### config.mk
export PLATFORM = sky130hd
export DESIGN_NAME = c_subset_lexer_flat
export DESIGN_NICKNAME = d
export VERILOG_FILES = /design/src/sv/csl_pkg.sv /design/src/sv/csl_if.sv /design/src/sv/csl_front.sv /design/src/sv/csl_queue.sv /design/src/sv/csl_back.sv /design/src/sv/c_subset_lexer.sv /design/src/flat_wrapper.sv
export VERILOG_INCLUDE_DIRS = /design/src /design/src/sv
export SDC_FILE = /design/constraint.sdc
export NUM_CORES = 1
export LEC_CHECK = 0
export BUFFER_PORTS_ARGS = -buffer_cell sky130_fd_sc_hd__clkbuf_2
export CAP_MARGIN = 20
export CORE_ASPECT_RATIO = 1.5
export CORE_MARGIN = 10
export CORE_UTILIZATION = 55
export DETAILED_ROUTE_END_ITERATION = 12
export HOLD_SLACK_MARGIN = 0.12
export PLACE_DENSITY = 0.73
export RECOVER_POWER = 100
export REMOVE_ABC_BUFFERS = 1
export SYNTH_ARGS = -nofsm -noshare
export SYNTH_HDL_FRONTEND = slang
export SYNTH_SLANG_ARGS = --single-unit
### constraint.sdc
create_clock -name clk_i -period 7.16 [get_ports clk_i]
set_input_delay 2.148 -clock clk_i [delete_from_list [all_inputs] [get_ports clk_i]]
set_output_delay 2.148 -clock clk_i [all_outputs]
set_load 0.03 [all_outputs]
### src/sv/c_subset_lexer_defines.svh
// -----------------------------------------------------------------------------
// c_subset_lexer_defines: assertion macros shared by the lexer RTL
// All checks sample on clk_i and are off while rst_ni is low.
// -----------------------------------------------------------------------------
`ifndef C_SUBSET_LEXER_DEFINES_SVH
`define C_SUBSET_LEXER_DEFINES_SVH

// Same-cycle implication.
`define CSL_ASSERT_IMP(lbl, ante, cons, msg) \
  lbl: assert property (@(posedge clk_i) disable iff (!rst_ni) (ante) |-> (cons)) \
    else $error(msg);

// Next-cycle implication.
`define CSL_ASSERT_NXT(lbl, ante, cons, msg) \
  lbl: assert property (@(posedge clk_i) disable iff (!rst_ni) (ante) |=> (cons)) \
    else $error(msg);

`endif

### src/sv/csl_pkg.sv
`timescale 1ns / 1ps
// -----------------------------------------------------------------------------
// csl_pkg: shared types and constants of the C subset lexer
// Token kinds, byte classes, the queue item and the keyword lookup.
// -----------------------------------------------------------------------------
package csl_pkg;

  localparam int Q_DEPTH  = 4;
  localparam int Q_PTR_W  = $clog2(Q_DEPTH);
  localparam int Q_CNT_W  = $clog2(Q_DEPTH + 1);
  localparam int KW_BYTES = 6;

  localparam logic [15:0] LINE_MAX = 16'hFFFF;
  localparam logic [11:0] COL_MAX  = 12'hFFF;
  localparam logic [11:0] LEN_MAX  = 12'hFFF;
  localparam logic [19:0] OFF_MAX  = 20'hFFFFF;

  localparam logic [7:0] CH_NUL        = 8'h00;
  localparam logic [7:0] CH_NEWLINE    = 8'h0A;
  localparam logic [7:0] CH_UNDERSCORE = 8'h5F;

  typedef enum logic [3:0] {
    TK_END    = 4'd0,
    TK_IDENT  = 4'd1,
    TK_NUMBER = 4'd2,
    TK_PLUS   = 4'd3,
    TK_MINUS  = 4'd4,
    TK_STAR   = 4'd5,
    TK_SLASH  = 4'd6,
    TK_SEMI   = 4'd7,
    TK_LPAREN = 4'd8,
    TK_RPAREN = 4'd9,
    TK_LBRACE = 4'd10,
    TK_RBRACE = 4'd11,
    TK_INT    = 4'd12,
    TK_VOID   = 4'd13,
    TK_IF     = 4'd14,
    TK_RETURN = 4'd15
  } kind_e;

  typedef enum logic [2:0] {
    CLS_OTHER,
    CLS_LETTER,
    CLS_DIGIT,
    CLS_SYMBOL,
    CLS_NEWLINE,
    CLS_END
  } cls_e;

  typedef struct packed {
    logic [7:0] ch;
    cls_e       cls;
    kind_e      sym;
  } item_t;

  // Keyword match on the first bytes of an identifier and its full length.
  function automatic kind_e ident_kind(input logic [KW_BYTES-1:0][7:0] p,
                                       input logic [11:0] len);
    kind_e k;
    k = TK_IDENT;
    if (len == 12'd3 && p[0] == "i" && p[1] == "n" && p[2] == "t") begin
      k = TK_INT;
    end else if (len == 12'd4 && p[0] == "v" && p[1] == "o" && p[2] == "i" &&
                 p[3] == "d") begin
      k = TK_VOID;
    end else if (len == 12'd2 && p[0] == "i" && p[1] == "f") begin
      k = TK_IF;
    end else if (len == 12'd6 && p[0] == "r" && p[1] == "e" && p[2] == "t" &&
                 p[3] == "u" && p[4] == "r" && p[5] == "n") begin
      k = TK_RETURN;
    end
    return k;
  endfunction

endpackage

### src/sv/csl_if.sv
`timescale 1ns / 1ps
// -----------------------------------------------------------------------------
// csl_if: valid/ready channels of the lexer
// Source bytes in, tokens out.
// -----------------------------------------------------------------------------
interface csl_byte_if;
  logic       valid;
  logic       ready;
  logic [7:0] ch;

  modport source (output valid, output ch, input ready);
  modport sink   (input valid, input ch, output ready);
endinterface

interface csl_tok_if;
  logic        valid;
  logic        ready;
  logic [3:0]  token_kind;
  logic [15:0] line;
  logic [11:0] column;
  logic [19:0] start_offset;
  logic [11:0] length;
  logic        last;

  modport source (output valid, output token_kind, output line, output column,
                  output start_offset, output length, output last, input ready);
  modport sink   (input valid, input token_kind, input line, input column,
                  input start_offset, input length, input last, output ready);
endinterface

### src/sv/csl_front.sv
`timescale 1ns / 1ps
// -----------------------------------------------------------------------------
// csl_front: byte intake and classification
// Registers each accepted byte with its class and symbol kind.
// -----------------------------------------------------------------------------
module csl_front (
  input  logic            clk_i,
  input  logic            rst_ni,
  csl_byte_if.sink        byte_i,
  output logic            push_valid_o,
  input  logic            push_ready_i,
  output csl_pkg::item_t  push_item_o
);

  logic           valid_q, valid_d;
  csl_pkg::item_t item_q, item_d;
  csl_pkg::item_t cls_item;

  always_comb begin
    cls_item.ch  = byte_i.ch;
    cls_item.cls = csl_pkg::CLS_OTHER;
    cls_item.sym = csl_pkg::TK_END;
    case (byte_i.ch)
      "+": cls_item.sym = csl_pkg::TK_PLUS;
      "-": cls_item.sym = csl_pkg::TK_MINUS;
      "*": cls_item.sym = csl_pkg::TK_STAR;
      "/": cls_item.sym = csl_pkg::TK_SLASH;
      ";": cls_item.sym = csl_pkg::TK_SEMI;
      "(": cls_item.sym = csl_pkg::TK_LPAREN;
      ")": cls_item.sym = csl_pkg::TK_RPAREN;
      "{": cls_item.sym = csl_pkg::TK_LBRACE;
      "}": cls_item.sym = csl_pkg::TK_RBRACE;
      default: cls_item.sym = csl_pkg::TK_END;
    endcase
    if (byte_i.ch inside {["a":"z"], ["A":"Z"], csl_pkg::CH_UNDERSCORE}) begin
      cls_item.cls = csl_pkg::CLS_LETTER;
    end else if (byte_i.ch inside {["0":"9"]}) begin
      cls_item.cls = csl_pkg::CLS_DIGIT;
    end else if (byte_i.ch == csl_pkg::CH_NEWLINE) begin
      cls_item.cls = csl_pkg::CLS_NEWLINE;
    end else if (byte_i.ch == csl_pkg::CH_NUL) begin
      cls_item.cls = csl_pkg::CLS_END;
    end else if (cls_item.sym != csl_pkg::TK_END) begin
      cls_item.cls = csl_pkg::CLS_SYMBOL;
    end
  end

  assign byte_i.ready = !valid_q || push_ready_i;
  assign push_valid_o = valid_q;
  assign push_item_o  = item_q;

  always_comb begin
    valid_d = valid_q;
    item_d  = item_q;
    if (byte_i.ready) begin
      valid_d = byte_i.valid;
      item_d  = cls_item;
    end
  end

  always_ff @(posedge clk_i or negedge rst_ni) begin
    if (!rst_ni) begin
      valid_q <= 1'b0;
    end else begin
      valid_q <= valid_d;
    end
  end

  always_ff @(posedge clk_i) begin
    item_q <= item_d;
  end

endmodule

### src/sv/csl_queue.sv
`timescale 1ns / 1ps
// -----------------------------------------------------------------------------
// csl_queue: short item queue between front and back
// Lets the front keep taking bytes while the back waits on the token port.
// -----------------------------------------------------------------------------
module csl_queue (
  input  logic            clk_i,
  input  logic            rst_ni,
  input  logic            push_valid_i,
  output logic            push_ready_o,
  input  csl_pkg::item_t  push_item_i,
  output logic            head_valid_o,
  output csl_pkg::item_t  head_o,
  input  logic            pop_i
);

  csl_pkg::item_t                mem_q [csl_pkg::Q_DEPTH];
  logic [csl_pkg::Q_PTR_W-1:0]   wr_ptr_q, wr_ptr_d;
  logic [csl_pkg::Q_PTR_W-1:0]   rd_ptr_q, rd_ptr_d;
  logic [csl_pkg::Q_CNT_W-1:0]   count_q, count_d;
  logic                          push, pop;

  assign push_ready_o = count_q != csl_pkg::Q_CNT_W'(csl_pkg::Q_DEPTH);
  assign head_valid_o = count_q != '0;
  assign head_o       = mem_q[rd_ptr_q];
  assign push         = push_valid_i && push_ready_o;
  assign pop          = pop_i && head_valid_o;

  always_comb begin
    wr_ptr_d = push ? wr_ptr_q + 1'b1 : wr_ptr_q;
    rd_ptr_d = pop  ? rd_ptr_q + 1'b1 : rd_ptr_q;
    count_d  = count_q;
    if (push && !pop) begin
      count_d = count_q + 1'b1;
    end else if (pop && !push) begin
      count_d = count_q - 1'b1;
    end
  end

  always_ff @(posedge clk_i or negedge rst_ni) begin
    if (!rst_ni) begin
      wr_ptr_q <= '0;
      rd_ptr_q <= '0;
      count_q  <= '0;
    end else begin
      wr_ptr_q <= wr_ptr_d;
      rd_ptr_q <= rd_ptr_d;
      count_q  <= count_d;
    end
  end

  always_ff @(posedge clk_i) begin
    if (push) begin
      mem_q[wr_ptr_q] <= push_item_i;
    end
  end

endmodule

### src/sv/csl_back.sv
`timescale 1ns / 1ps
// -----------------------------------------------------------------------------
// csl_back: token scanner and output register
// Tracks position and the pending token; a byte that closes a token and is
// itself a symbol or end of text sends two tokens, the closed token first.
// -----------------------------------------------------------------------------
`include "c_subset_lexer_defines.svh"

module csl_back #(
  parameter int KeywordPrefix = 6
) (
  input  logic            clk_i,
  input  logic            rst_ni,
  input  logic            head_valid_i,
  input  csl_pkg::item_t  head_i,
  output logic            pop_o,
  csl_tok_if.source       tok_o
);

  typedef enum logic [1:0] {
    MODE_IDLE,
    MODE_IDENT,
    MODE_NUMBER
  } mode_e;

  mode_e          mode_q, mode_d;
  logic [15:0]    cur_line_q, cur_line_d;
  logic [11:0]    cur_col_q, cur_col_d;
  logic [19:0]    cur_off_q, cur_off_d;
  logic [15:0]    tok_line_q, tok_line_d;
  logic [11:0]    tok_col_q, tok_col_d;
  logic [19:0]    tok_off_q, tok_off_d;
  logic [11:0]    tok_len_q, tok_len_d;
  logic [7:0]     prefix_q [KeywordPrefix];
  logic [7:0]     prefix_d [KeywordPrefix];
  logic           sent_first_q, sent_first_d;

  logic           out_valid_q, out_valid_d;
  csl_pkg::kind_e out_kind_q, out_kind_d;
  logic [15:0]    out_line_q, out_line_d;
  logic [11:0]    out_col_q, out_col_d;
  logic [19:0]    out_off_q, out_off_d;
  logic [11:0]    out_len_q, out_len_d;
  logic           out_last_q, out_last_d;

  logic [csl_pkg::KW_BYTES-1:0][7:0] kw_pre;
  csl_pkg::kind_e flush_kind;
  logic           is_letter, is_digit, is_end, is_sym;
  logic           cont, flush, second, has_out, use_first, out_free, load, pop;

  always_comb begin
    for (int i = 0; i < csl_pkg::KW_BYTES; i++) begin
      kw_pre[i] = prefix_q[i];
    end
    flush_kind = (mode_q == MODE_NUMBER) ? csl_pkg::TK_NUMBER
                                         : csl_pkg::ident_kind(kw_pre, tok_len_q);

    is_letter = head_i.cls == csl_pkg::CLS_LETTER;
    is_digit  = head_i.cls == csl_pkg::CLS_DIGIT;
    is_end    = head_i.cls == csl_pkg::CLS_END;
    is_sym    = head_i.cls == csl_pkg::CLS_SYMBOL;

    case (mode_q)
      MODE_IDENT:  cont = is_letter || is_digit;
      MODE_NUMBER: cont = is_digit;
      default:     cont = 1'b0;
    endcase
    flush     = (mode_q != MODE_IDLE) && !cont;
    second    = is_end || is_sym;
    has_out   = flush || second;
    use_first = flush && !sent_first_q;
    out_free  = !out_valid_q || tok_o.ready;
    load      = head_valid_i && has_out && out_free;
    // hold the byte while its first of two tokens goes out
    pop       = head_valid_i && (!has_out || (out_free && !(use_first && second)));
  end

  assign pop_o = pop;

  // Output register
  always_comb begin
    out_valid_d = out_valid_q;
    out_kind_d  = out_kind_q;
    out_line_d  = out_line_q;
    out_col_d   = out_col_q;
    out_off_d   = out_off_q;
    out_len_d   = out_len_q;
    out_last_d  = out_last_q;
    if (load) begin
      out_valid_d = 1'b1;
      if (use_first) begin
        out_kind_d = flush_kind;
        out_line_d = tok_line_q;
        out_col_d  = tok_col_q;
        out_off_d  = tok_off_q;
        out_len_d  = tok_len_q;
        out_last_d = !second;
      end else begin
        out_kind_d = is_end ? csl_pkg::TK_END : head_i.sym;
        out_line_d = cur_line_q;
        out_col_d  = cur_col_q;
        out_off_d  = cur_off_q;
        out_len_d  = is_end ? 12'd0 : 12'd1;
        out_last_d = 1'b1;
      end
    end else if (tok_o.ready) begin
      out_valid_d = 1'b0;
    end
  end

  // Scanner state
  always_comb begin
    mode_d     = mode_q;
    cur_line_d = cur_line_q;
    cur_col_d  = cur_col_q;
    cur_off_d  = cur_off_q;
    tok_line_d = tok_line_q;
    tok_col_d  = tok_col_q;
    tok_off_d  = tok_off_q;
    tok_len_d  = tok_len_q;
    for (int i = 0; i < KeywordPrefix; i++) begin
      prefix_d[i] = prefix_q[i];
    end
    sent_first_d = pop ? 1'b0 : (load ? 1'b1 : sent_first_q);

    if (pop) begin
      if (is_end) begin
        // end of text: start over for the next text
        mode_d     = MODE_IDLE;
        cur_line_d = 16'd1;
        cur_col_d  = 12'd1;
        cur_off_d  = '0;
        tok_line_d = 16'd1;
        tok_col_d  = 12'd1;
        tok_off_d  = '0;
        tok_len_d  = '0;
        for (int i = 0; i < KeywordPrefix; i++) begin
          prefix_d[i] = '0;
        end
      end else begin
        if (cont) begin
          for (int i = 0; i < KeywordPrefix; i++) begin
            if (tok_len_q == 12'(i)) begin
              prefix_d[i] = head_i.ch;
            end
          end
          if (tok_len_q != csl_pkg::LEN_MAX) begin
            tok_len_d = tok_len_q + 12'd1;
          end
        end else if (is_letter || is_digit) begin
          mode_d     = is_letter ? MODE_IDENT : MODE_NUMBER;
          tok_line_d = cur_line_q;
          tok_col_d  = cur_col_q;
          tok_off_d  = cur_off_q;
          tok_len_d  = 12'd1;
          for (int i = 0; i < KeywordPrefix; i++) begin
            prefix_d[i] = (i == 0) ? head_i.ch : 8'h00;
          end
        end else begin
          mode_d = MODE_IDLE;
        end

        if (head_i.cls == csl_pkg::CLS_NEWLINE) begin
          if (cur_line_q != csl_pkg::LINE_MAX) begin
            cur_line_d = cur_line_q + 16'd1;
          end
          cur_col_d = 12'd1;
        end else if (cur_col_q != csl_pkg::COL_MAX) begin
          cur_col_d = cur_col_q + 12'd1;
        end
        if (cur_off_q != csl_pkg::OFF_MAX) begin
          cur_off_d = cur_off_q + 20'd1;
        end
      end
    end
  end

  always_ff @(posedge clk_i or negedge rst_ni) begin
    if (!rst_ni) begin
      mode_q       <= MODE_IDLE;
      cur_line_q   <= 16'd1;
      cur_col_q    <= 12'd1;
      cur_off_q    <= '0;
      tok_line_q   <= 16'd1;
      tok_col_q    <= 12'd1;
      tok_off_q    <= '0;
      tok_len_q    <= '0;
      for (int i = 0; i < KeywordPrefix; i++) begin
        prefix_q[i] <= '0;
      end
      sent_first_q <= 1'b0;
      out_valid_q  <= 1'b0;
      out_kind_q   <= csl_pkg::TK_END;
      out_line_q   <= '0;
      out_col_q    <= '0;
      out_off_q    <= '0;
      out_len_q    <= '0;
      out_last_q   <= 1'b0;
    end else begin
      mode_q       <= mode_d;
      cur_line_q   <= cur_line_d;
      cur_col_q    <= cur_col_d;
      cur_off_q    <= cur_off_d;
      tok_line_q   <= tok_line_d;
      tok_col_q    <= tok_col_d;
      tok_off_q    <= tok_off_d;
      tok_len_q    <= tok_len_d;
      for (int i = 0; i < KeywordPrefix; i++) begin
        prefix_q[i] <= prefix_d[i];
      end
      sent_first_q <= sent_first_d;
      out_valid_q  <= out_valid_d;
      out_kind_q   <= out_kind_d;
      out_line_q   <= out_line_d;
      out_col_q    <= out_col_d;
      out_off_q    <= out_off_d;
      out_len_q    <= out_len_d;
      out_last_q   <= out_last_d;
    end
  end

  assign tok_o.valid        = out_valid_q;
  assign tok_o.token_kind   = out_kind_q;
  assign tok_o.line         = out_line_q;
  assign tok_o.column       = out_col_q;
  assign tok_o.start_offset = out_off_q;
  assign tok_o.length       = out_len_q;
  assign tok_o.last         = out_last_q;

  `CSL_ASSERT_IMP(a_first_keeps_head, sent_first_q, head_valid_i, "byte left queue mid pair")
  `CSL_ASSERT_IMP(a_pending_has_len, mode_q != MODE_IDLE, tok_len_q != 12'd0, "empty token pending")
  `CSL_ASSERT_IMP(a_end_is_last, out_valid_q && out_kind_q == csl_pkg::TK_END, out_last_q, "end token not last")
  `CSL_ASSERT_IMP(a_first_not_last, $rose(sent_first_q), out_valid_q && !out_last_q, "first of pair marked last")

endmodule

### src/sv/c_subset_lexer.sv
`timescale 1ns / 1ps
// Path: a byte passes the front register and the queue, then its token is registered in the output register.
// Throughput: one byte per cycle while the token port takes tokens; a byte that both closes a token and is a
// symbol or end of text holds the scanner until both of its tokens are sent.
// A four-entry queue between classifier and scanner absorbs output stalls.
// Reset (rst_ni low, asynchronous): line 1, column 1, offset 0, queue empty.
// -----------------------------------------------------------------------------
// c_subset_lexer: streaming tokenizer for a small C subset
// Front classifies bytes, a queue decouples it, the back scans and emits tokens.
// -----------------------------------------------------------------------------
module c_subset_lexer #(
  parameter int KEYWORD_PREFIX = 6
) (
  input  logic       clk_i,
  input  logic       rst_ni,
  csl_byte_if.sink   byte_i,
  csl_tok_if.source  tok_o
);

  logic           push_valid, push_ready;
  csl_pkg::item_t push_item;
  logic           head_valid, pop;
  csl_pkg::item_t head;

  csl_front u_front (
    .clk_i        (clk_i),
    .rst_ni       (rst_ni),
    .byte_i       (byte_i),
    .push_valid_o (push_valid),
    .push_ready_i (push_ready),
    .push_item_o  (push_item)
  );

  csl_queue u_queue (
    .clk_i        (clk_i),
    .rst_ni       (rst_ni),
    .push_valid_i (push_valid),
    .push_ready_o (push_ready),
    .push_item_i  (push_item),
    .head_valid_o (head_valid),
    .head_o       (head),
    .pop_i        (pop)
  );

  csl_back #(
    .KeywordPrefix (KEYWORD_PREFIX)
  ) u_back (
    .clk_i        (clk_i),
    .rst_ni       (rst_ni),
    .head_valid_i (head_valid),
    .head_i       (head),
    .pop_o        (pop),
    .tok_o        (tok_o)
  );

endmodule

### src/flat_wrapper.sv
// flat-port wrapper written by rule: the top's interface ports become plain ports
module c_subset_lexer_flat 
#(
  parameter int KEYWORD_PREFIX = 6
)
  (clk_i, rst_ni, byte_i_valid, byte_i_ch, byte_i_ready, tok_o_valid, tok_o_token_kind, tok_o_line, tok_o_column, tok_o_start_offset, tok_o_length, tok_o_last, tok_o_ready);
  csl_byte_if byte_i_i ();
  csl_tok_if tok_o_i ();
  input  logic clk_i;
  input  logic rst_ni;
  input wire logic [$bits(byte_i_i.valid)-1:0] byte_i_valid;
  input wire logic [$bits(byte_i_i.ch)-1:0] byte_i_ch;
  output wire logic [$bits(byte_i_i.ready)-1:0] byte_i_ready;
  output wire logic [$bits(tok_o_i.valid)-1:0] tok_o_valid;
  output wire logic [$bits(tok_o_i.token_kind)-1:0] tok_o_token_kind;
  output wire logic [$bits(tok_o_i.line)-1:0] tok_o_line;
  output wire logic [$bits(tok_o_i.column)-1:0] tok_o_column;
  output wire logic [$bits(tok_o_i.start_offset)-1:0] tok_o_start_offset;
  output wire logic [$bits(tok_o_i.length)-1:0] tok_o_length;
  output wire logic [$bits(tok_o_i.last)-1:0] tok_o_last;
  input wire logic [$bits(tok_o_i.ready)-1:0] tok_o_ready;
  assign byte_i_i.valid = byte_i_valid;
  assign byte_i_i.ch = byte_i_ch;
  assign byte_i_ready = byte_i_i.ready;
  assign tok_o_valid = tok_o_i.valid;
  assign tok_o_token_kind = tok_o_i.token_kind;
  assign tok_o_line = tok_o_i.line;
  assign tok_o_column = tok_o_i.column;
  assign tok_o_start_offset = tok_o_i.start_offset;
  assign tok_o_length = tok_o_i.length;
  assign tok_o_last = tok_o_i.last;
  assign tok_o_i.ready = tok_o_ready;
  c_subset_lexer #(.KEYWORD_PREFIX(KEYWORD_PREFIX)) u_core (.clk_i(clk_i), .rst_ni(rst_ni), .byte_i(byte_i_i), .tok_o(tok_o_i));
endmodule
Word-level counts from Yosys, hierarchy flattened:

Memory sizes are Yosys's and may differ from the RTL's.
Cells that the tools add are included.

* register bits after elaboration: 248
* RAM bits: 60
* input bits: 12
* memories: 1

Memories
* u_core.u_queue.mem_q: words 4, width 15, rd ports 1, clocked after Yosys merged registers in 0, wr ports 1, line csl_queue.sv:17 `csl_pkg::item_t mem_q [csl_pkg::Q_DEPTH];`

* add/sub/neg operators: 8
* $lt $le $gt $ge: 6
* equality and inequality tests: 50
* multiplexer cells: 61
* reductions and logical operators: 72

Operators with widths (count)
* $mux W12: 12
* $mux W48: 3
* $eq A8 B7 Y1 const B: 16
* $mux W20: 6
* $mux W16: 7
* $eq A8 B6 Y1 const B: 7
* $mux W8: 6
* $eq A12 B3 Y1 const B: 3
* $pmux W4 S9: 1
* $logic_and A1 B1 Y1: 29
* $mux W4: 7
* $reduce_and A3 Y1: 9
* $add A12 B1 Y12 const B: 2
* $eq A12 B2 Y1 const B: 2
* $ne A12 B12 Y1 const B: 2
* $ne A3 B2 Y1 const B: 7
* $add A20 B1 Y20 const B: 1
* $ne A20 B20 Y1 const B: 1
* $add A16 B1 Y16 const B: 1
* $ge A8 B7 Y1 const B: 2
* $le A8 B7 Y1 const B: 2
* $ne A16 B16 Y1 const B: 1
* $reduce_bool A2 Y1: 8
* $eq A12 B1 Y1 const B: 1
* 25 further kinds: 61

Depth between registers and ports, before layout:

An unclocked memory read counts as a cell.

* word-level depth: 16
* gate-level depth with buffers: 14

By module:

A second synthesis with hierarchy kept.

* cells, all modules: 1297
* area total of the unflattened synthesis: 14128.6 um^2

By module, submodules not included
* csl_back: instances 1, cells each 1119, area an instance 10712.8 um^2, sequential area each 5635.4 um^2
* csl_queue: instances 1, cells each 114, area an instance 2613.8 um^2, sequential area each 1976.9 um^2
* csl_front: instances 1, cells each 64, area an instance 802.0 um^2, sequential area each 475.5 um^2

Worst setup path before layout:

No wires, ideal clock.

* path type: input to register
* from: input port tok_o_ready
* to: register u_core.u_queue.count_q[2] (netlist bit)
* library setup time: 0.125 ns
* data arrival time: 4.003 ns
* setup slack: 3.031 ns
* stages on the path: 11
* buffers on the path: 2
* cells stage by stage: nor2b_1 > a31oi_2 > o31a_2 > inv_2 > buf_2 > buf_2 > ha_1 > fa_1 > xnor2_1 > nor2_1 > xor2_1

* word-level cells in the longest chain between the ends: 8
* elaborated cells between the ends (all ways): 10
* those cells by class: mux: 1; reduce/logical: 9

RTL lines
* start: declaration: line flat_wrapper.sv:21 `input wire logic [$bits(tok_o_i.ready)-1:0] tok_o_ready;`
* $logic_or A1 B1 Y1 (*): line csl_back.sv:72 `out_free = !out_valid_q || tok_o.ready;`
* $logic_and A1 B1 Y1 (*): line csl_back.sv:75 `pop = head_valid_i && (!has_out || (out_free && !(use_first && second)));`
* $logic_or A1 B1 Y1 (*): line csl_back.sv:75
* $logic_and A1 B1 Y1 (*): line csl_back.sv:75
* $logic_and A1 B1 Y1 (*): line csl_queue.sv:27 `assign pop = pop_i && head_valid_o;`
* $logic_not A1 Y1: line csl_queue.sv:33 `if (push && !pop) begin`
* $logic_and A1 B1 Y1: line csl_queue.sv:33
* $mux W3 or $reduce_bool A2 Y1 (tied branches)
* end signal: assignment: line csl_queue.sv:48 `count_q <= count_d;`
* end: declaration: line csl_queue.sv:20 `logic [csl_pkg::Q_CNT_W-1:0] count_q, count_d;`

Every way passes the cells marked *; elsewhere a longest branch is shown, timed or not.
A chain may end at the register's enable or synchronous reset.

Final worst setup path:

* from: register u_core.u_queue.rd_ptr_q[0] (netlist bit)
* to: register u_core.u_back.out_line_q[0] (netlist: u_core.u_back.tok_o.line[0])

* word-level cells in the longest chain between the ends: 9
* elaborated cells between the ends (all ways): 15
* those cells by class: eq/ne: 4; mux: 2; reduce/logical: 8; memory: 1

RTL lines
* start: declaration: line csl_queue.sv:19 `logic [csl_pkg::Q_PTR_W-1:0] rd_ptr_q, rd_ptr_d;`
* start signal: assignment: line csl_queue.sv:47 `rd_ptr_q <= rd_ptr_d;`
* $mem_v2 Z4 W15 (*)
* $eq A3 B1 Y1 or $eq A3 B2 Y1 (tied branches): line csl_back.sv:58, csl_back.sv:59
* $logic_or A1 B1 Y1: line csl_back.sv:64 `MODE_IDENT: cont = is_letter || is_digit;`
* $pmux W1 S2: line csl_back.sv:63 `case (mode_q)`
* $logic_not A1 Y1: line csl_back.sv:68 `flush = (mode_q != MODE_IDLE) && !cont;`
* $logic_and A1 B1 Y1: line csl_back.sv:68
* $logic_or A1 B1 Y1: line csl_back.sv:70 `has_out = flush || second;`
* $logic_and A1 B1 Y1 (2 in a row): line csl_back.sv:73 `load = head_valid_i && has_out && out_free;`
* end signal: assignment: line csl_back.sv:214 `out_line_q <= out_line_d;`
* end: declaration: line csl_back.sv:40 `logic [15:0] out_line_q, out_line_d;`

Marked as above.

==> impl_metrics.json <==
{
  "reg2reg_from": "u_core.u_queue.rd_ptr_q[0]$_DFFE_PN0N_",
  "routed_wl_um": 30850,
  "syn_inst": 1290,
  "cts_max_level": 1,
  "grt_pass1_wl_um": 52010,
  "cp.arrival_ns": 6.02,
  "root_buffer": "clkbuf_16",
  "hold_class": "flip-flop to flip-flop",
  "dp_slack_ns": 2.113,
  "grt_pass1_vias": 10250,
  "dpl.hpwl_um": 20060,
  "fp.dieW_um": 151.2,
  "start_kind": "flip-flop",
  "grt_max_degree": 146,
  "track_usage_pct": 19.00,
  "synth_edf_count": 75,
  "num_io_pins": 79,
  "power_leakage_nw": 6.540,
  "endpoint_kind": "flip-flop",
  "dieArea_mm2": 0.03276,
  "crit_top_cell": "clkbuf_1",
  "max_slew_margin_pct": -41.45,
  "ant_nets": 0,
  "fin_ws_ns": 1.483,
  "violations": "max-capacitance violations, max-slew violations",
  "max_freq_mhz": 176.2,
  "via_count": 10030,
  "drv_cap": 4,
  "avgSynthCellArea_um2": 11.00,
  "cts-resized-gates": 0,
  "viasPerCell": 5.948,
  "grt_overflow_total": 0,
  "r2r_cells": 8,
  "whs_endpoint": "u_core.u_back.tok_o.line[8]$_DFFE_PN0P_",
  "ys_seq_area_share_pct": 56.99,
  "holdPathStages": 2,
  "cp_max_fo": 27,
  "insertion_delay_ns": 0.54,
  "drv_slew": 97,
  "dr.pass1.iters": 5,
  "hold_violations": 0,
  "synth_area_mm2": 0.01419,
  "initial_utilization_pct": 55.47,
  "coreArea_mm2": 0.02558,
  "antenna_found_initial": 0,
  "diodes": 0,
  "worstMarginPinSlew_ns": 2.122,
  "r2r_end": "u_core.u_back.tok_o.line[0]$_DFFE_PN0P_",
  "nets": 1359,
  "port_buffers": 78,
  "cpPeakStageDelay_ns": 1.58,
  "setup_viol_count_final": 0,
  "finalClockSkew_ns": 0.009592,
  "tritoncts": "yes",
  "cp_top_family": "buffers and inverters",
  "setup.worst_path.class": "flip-flop to flip-flop",
  "powerDensity_mw_per_mm2": 402.0,
  "ys_warn_count": 0,
  "post_cts.repair.setup_buffers": 0,
  "post-route-drc-count": 0,
  "layout_min_cycle_time_ns": 5.677,
  "fillCellCount": 2147,
  "cts_sinks": 308,
  "drt-initial-drc-count": 720,
  "gp_congestion": 0.8282,
  "holdBufCountCts": 0,
  "synth_flop_cell": "dfrtp_1",
  "path_buf_inv": 2,
  "cpMaxStageDelayCell": "clkbuf_1",
  "reg2reg_slack_ns": 1.48,
  "drive_gt1_share_pct": 10.35,
  "ys_seq_elements": 308,
  "status": "complete, but fails checks",
  "syn2layout_area_growth_pct": 10.47,
  "ir_drop_mv": 0.3410,
  "async_flop_share_pct": 75.65,
  "wl_per_cell_um": 18.30,
  "synth.distinct_cells": 71,
  "hold_start": "u_core.u_back.tok_o.line[8]$_DFFE_PN0P_",
  "cts_made_buffers": 28,
  "die_h_um": 216.7,
  "fin_setup_tns_ns": 0,
  "path_cells": "clkbuf_1 -> mux4_2 -> or3b_1 -> a21o_1 -> nand3_2 -> clkbuf_1 -> mux2i_1 -> o21ai_0",
  "ctsLongestPathBuffers": 3,
  "required_ns": 7.51,
  "rsz0062_at_grt": "no",
  "clk_pin_slew_ns": 0.07,
  "num_rows": 72,
  "min_period_over_period_pct": 79.28
}
[sequential cells by signal, summed over array words and instances, names as in the netlist, 2 cells and up]
name	cells
u_core.u_back.tok_o.start_offset	20
u_core.u_queue.rd_ptr_q	2
u_core.u_back.tok_col_q	12
u_core.u_back.mode_q	2
u_core.u_back.tok_o.length	12
u_core.u_queue.wr_ptr_q	2
u_core.u_back.tok_o.token_kind	4
u_core.u_back.tok_line_q	16
u_core.u_back.cur_line_q	16
u_core.u_queue.count_q	3
u_core.u_back.cur_off_q	20
u_core.u_back.tok_o.line	16
u_core.u_back.tok_o.column	12
u_core.u_back.tok_off_q	20
u_core.u_back.cur_col_q	12
u_core.u_queue.mem_q	60
u_core.u_back.tok_len_q	12
u_core.u_front.push_item_o	15
u_core.u_back.kw_pre	48
[cells in the final DEF, fill, tap and decap left out, drive strengths merged, types with 4 or more instances in the layout]
cell type,count
a21o,4
a21oi,37
a31o,7
a31oi,9
and2,18
and3,17
buf,10
clkbuf,126
clkinv,5
dfrtp,229
dfstp,4
edfxtp,75
ha,15
inv,29
mux2,43
mux2i,58
mux4,15
nand2,179
nand2b,12
nand3,33
nand4,19
nand4b,5
nor2,43
nor2b,5
nor3,15
nor4,9
nor4bb,5
o21ai,191
o22ai,5
o31ai,47
o41ai,10
or3,16
or4,10
xnor2,5
[per-stage QoR]
step | cell area [um^2] | utilization, % | cells | power [mW] | hold WS, ns
after floorplan | 13830 | - | 1208 | 4.016 | 0.4587
after global placement | 14800 | 57.84 | 1632 | 4.717 | 0.4605
after detailed placement | 14800 | 57.84 | 1632 | 4.785 | 0.4699
after CTS | 15820 | 61.85 | 1684 | 6.407 | 0.4840
after global routing | 15680 | 61.28 | 1686 | 6.699 | 0.5054
final | 15680 | 61.28 | 1686 | 6.303 | 0.4770
[cells by family (layout without fill, tap and decap cells)]
logic type / count (synthesis) / after routing / share of synthesized area (%)
and+or+nand+nor: 402 / 402 / 14.12
adders and majority gates: 17 / 17 / 1.534
AOI/OAI and AO/OA: 329 / 329 / 13.69
DFF: 308 / 308 / 56.99
buffers and inverters: 111 / 174 / 3.342
xor gates and xnor gates: 7 / 7 / 0.4320
muxes: 116 / 116 / 9.884
[final cells by class]
class                      count  area (um^2)  area share, %
inverter                      29        108.9         0.6943
multi-input combinational    871         5624          35.87
timing repair buffer          93        414.1          2.642
sequential                   308         8088          51.59
clock inverter                 9        103.9         0.6624
tap                          333        416.7          2.658
clock buffer                  43        922.1          5.882
[worst max-delay path by stage]
stage | start | to | slack (ns) | cells past startpoint
2_1_floorplan | tok_o_ready | u_core.u_back.tok_len_q[0]$_DFFE_PN0P_ | 1.39 | 5
3_3_place_gp | u_core.u_queue.rd_ptr_q[0]$_DFFE_PN0N_ | u_core.u_queue.count_q[2]$_DFFE_PN0P_ | 2.15 | 10
3_5_place_dp | u_core.u_queue.rd_ptr_q[0]$_DFFE_PN0N_ | u_core.u_queue.count_q[2]$_DFFE_PN0P_ | 2.11 | 10
4_1_cts | u_core.u_queue.rd_ptr_q[0]$_DFFE_PN0N_ | u_core.u_queue.count_q[2]$_DFFE_PN0P_ | 2.07 | 10
5_1_grt | u_core.u_queue.rd_ptr_q[0]$_DFFE_PN0N_ | u_core.u_back.tok_o.line[2]$_DFFE_PN0P_ | 1.06 | 8
6_report | u_core.u_queue.rd_ptr_q[0]$_DFFE_PN0N_ | u_core.u_back.tok_o.line[0]$_DFFE_PN0P_ | 1.48 | 8
[per-layer routing]
layer / GRT usage [%] / up-vias / share of wire, %
met5: 0 / - / 0
met4: 6.403 / 0 / 2.9
met3: 2.160 / 59 / 4.0
met2: 33.45 / 225 / 51
met1: 23.59 / 4972 / 42
li1: - / 4773 / -
[tightest hold or removal path, cell delays in order, from the launching register on]
cell     delay [ns]
dfrtp_1        0.34
nand2_1        0.05
o21ai_0        0.06
[Yosys cell counts, types with 7 or more instances]
cell type	n	area share (%)
a21oi_1	36	1.3
a31o_2	7	0.43
a31oi_1	8	0.35
and2_1	17	0.75
and3_1	17	0.75
buf_2	13	0.46
clkbuf_1	56	1.5
dfrtp_1	229	40
edfxtp_1	75	16
ha_1	15	1.3
inv_1	28	0.74
mux2_2	43	3.4
mux2i_1	58	4.1
mux4_2	15	2.4
nand2_1	176	4.7
nand2b_1	12	0.53
nand3_1	32	1.1
nand4_1	19	0.84
nor2_1	43	1.1
nor3_1	14	0.49
nor4_1	9	0.40
o21ai_0	191	6.7
o31ai_1	47	2.5
o41ai_1	10	0.62
or3_1	15	0.66
or4_1	10	0.53
[where the power goes]
part | leakage, nW | switching, mW | internal, mW | total (mW)
clock | 0.508 | 0.646 | 0.959 | 1.60
combinational | 2.17 | 1.58 | 0.710 | 2.29
sequential | 3.87 | 0.235 | 2.18 | 2.41
total | 6.54 | 2.46 | 3.85 | 6.30
(Power assumes the default switching activity.)
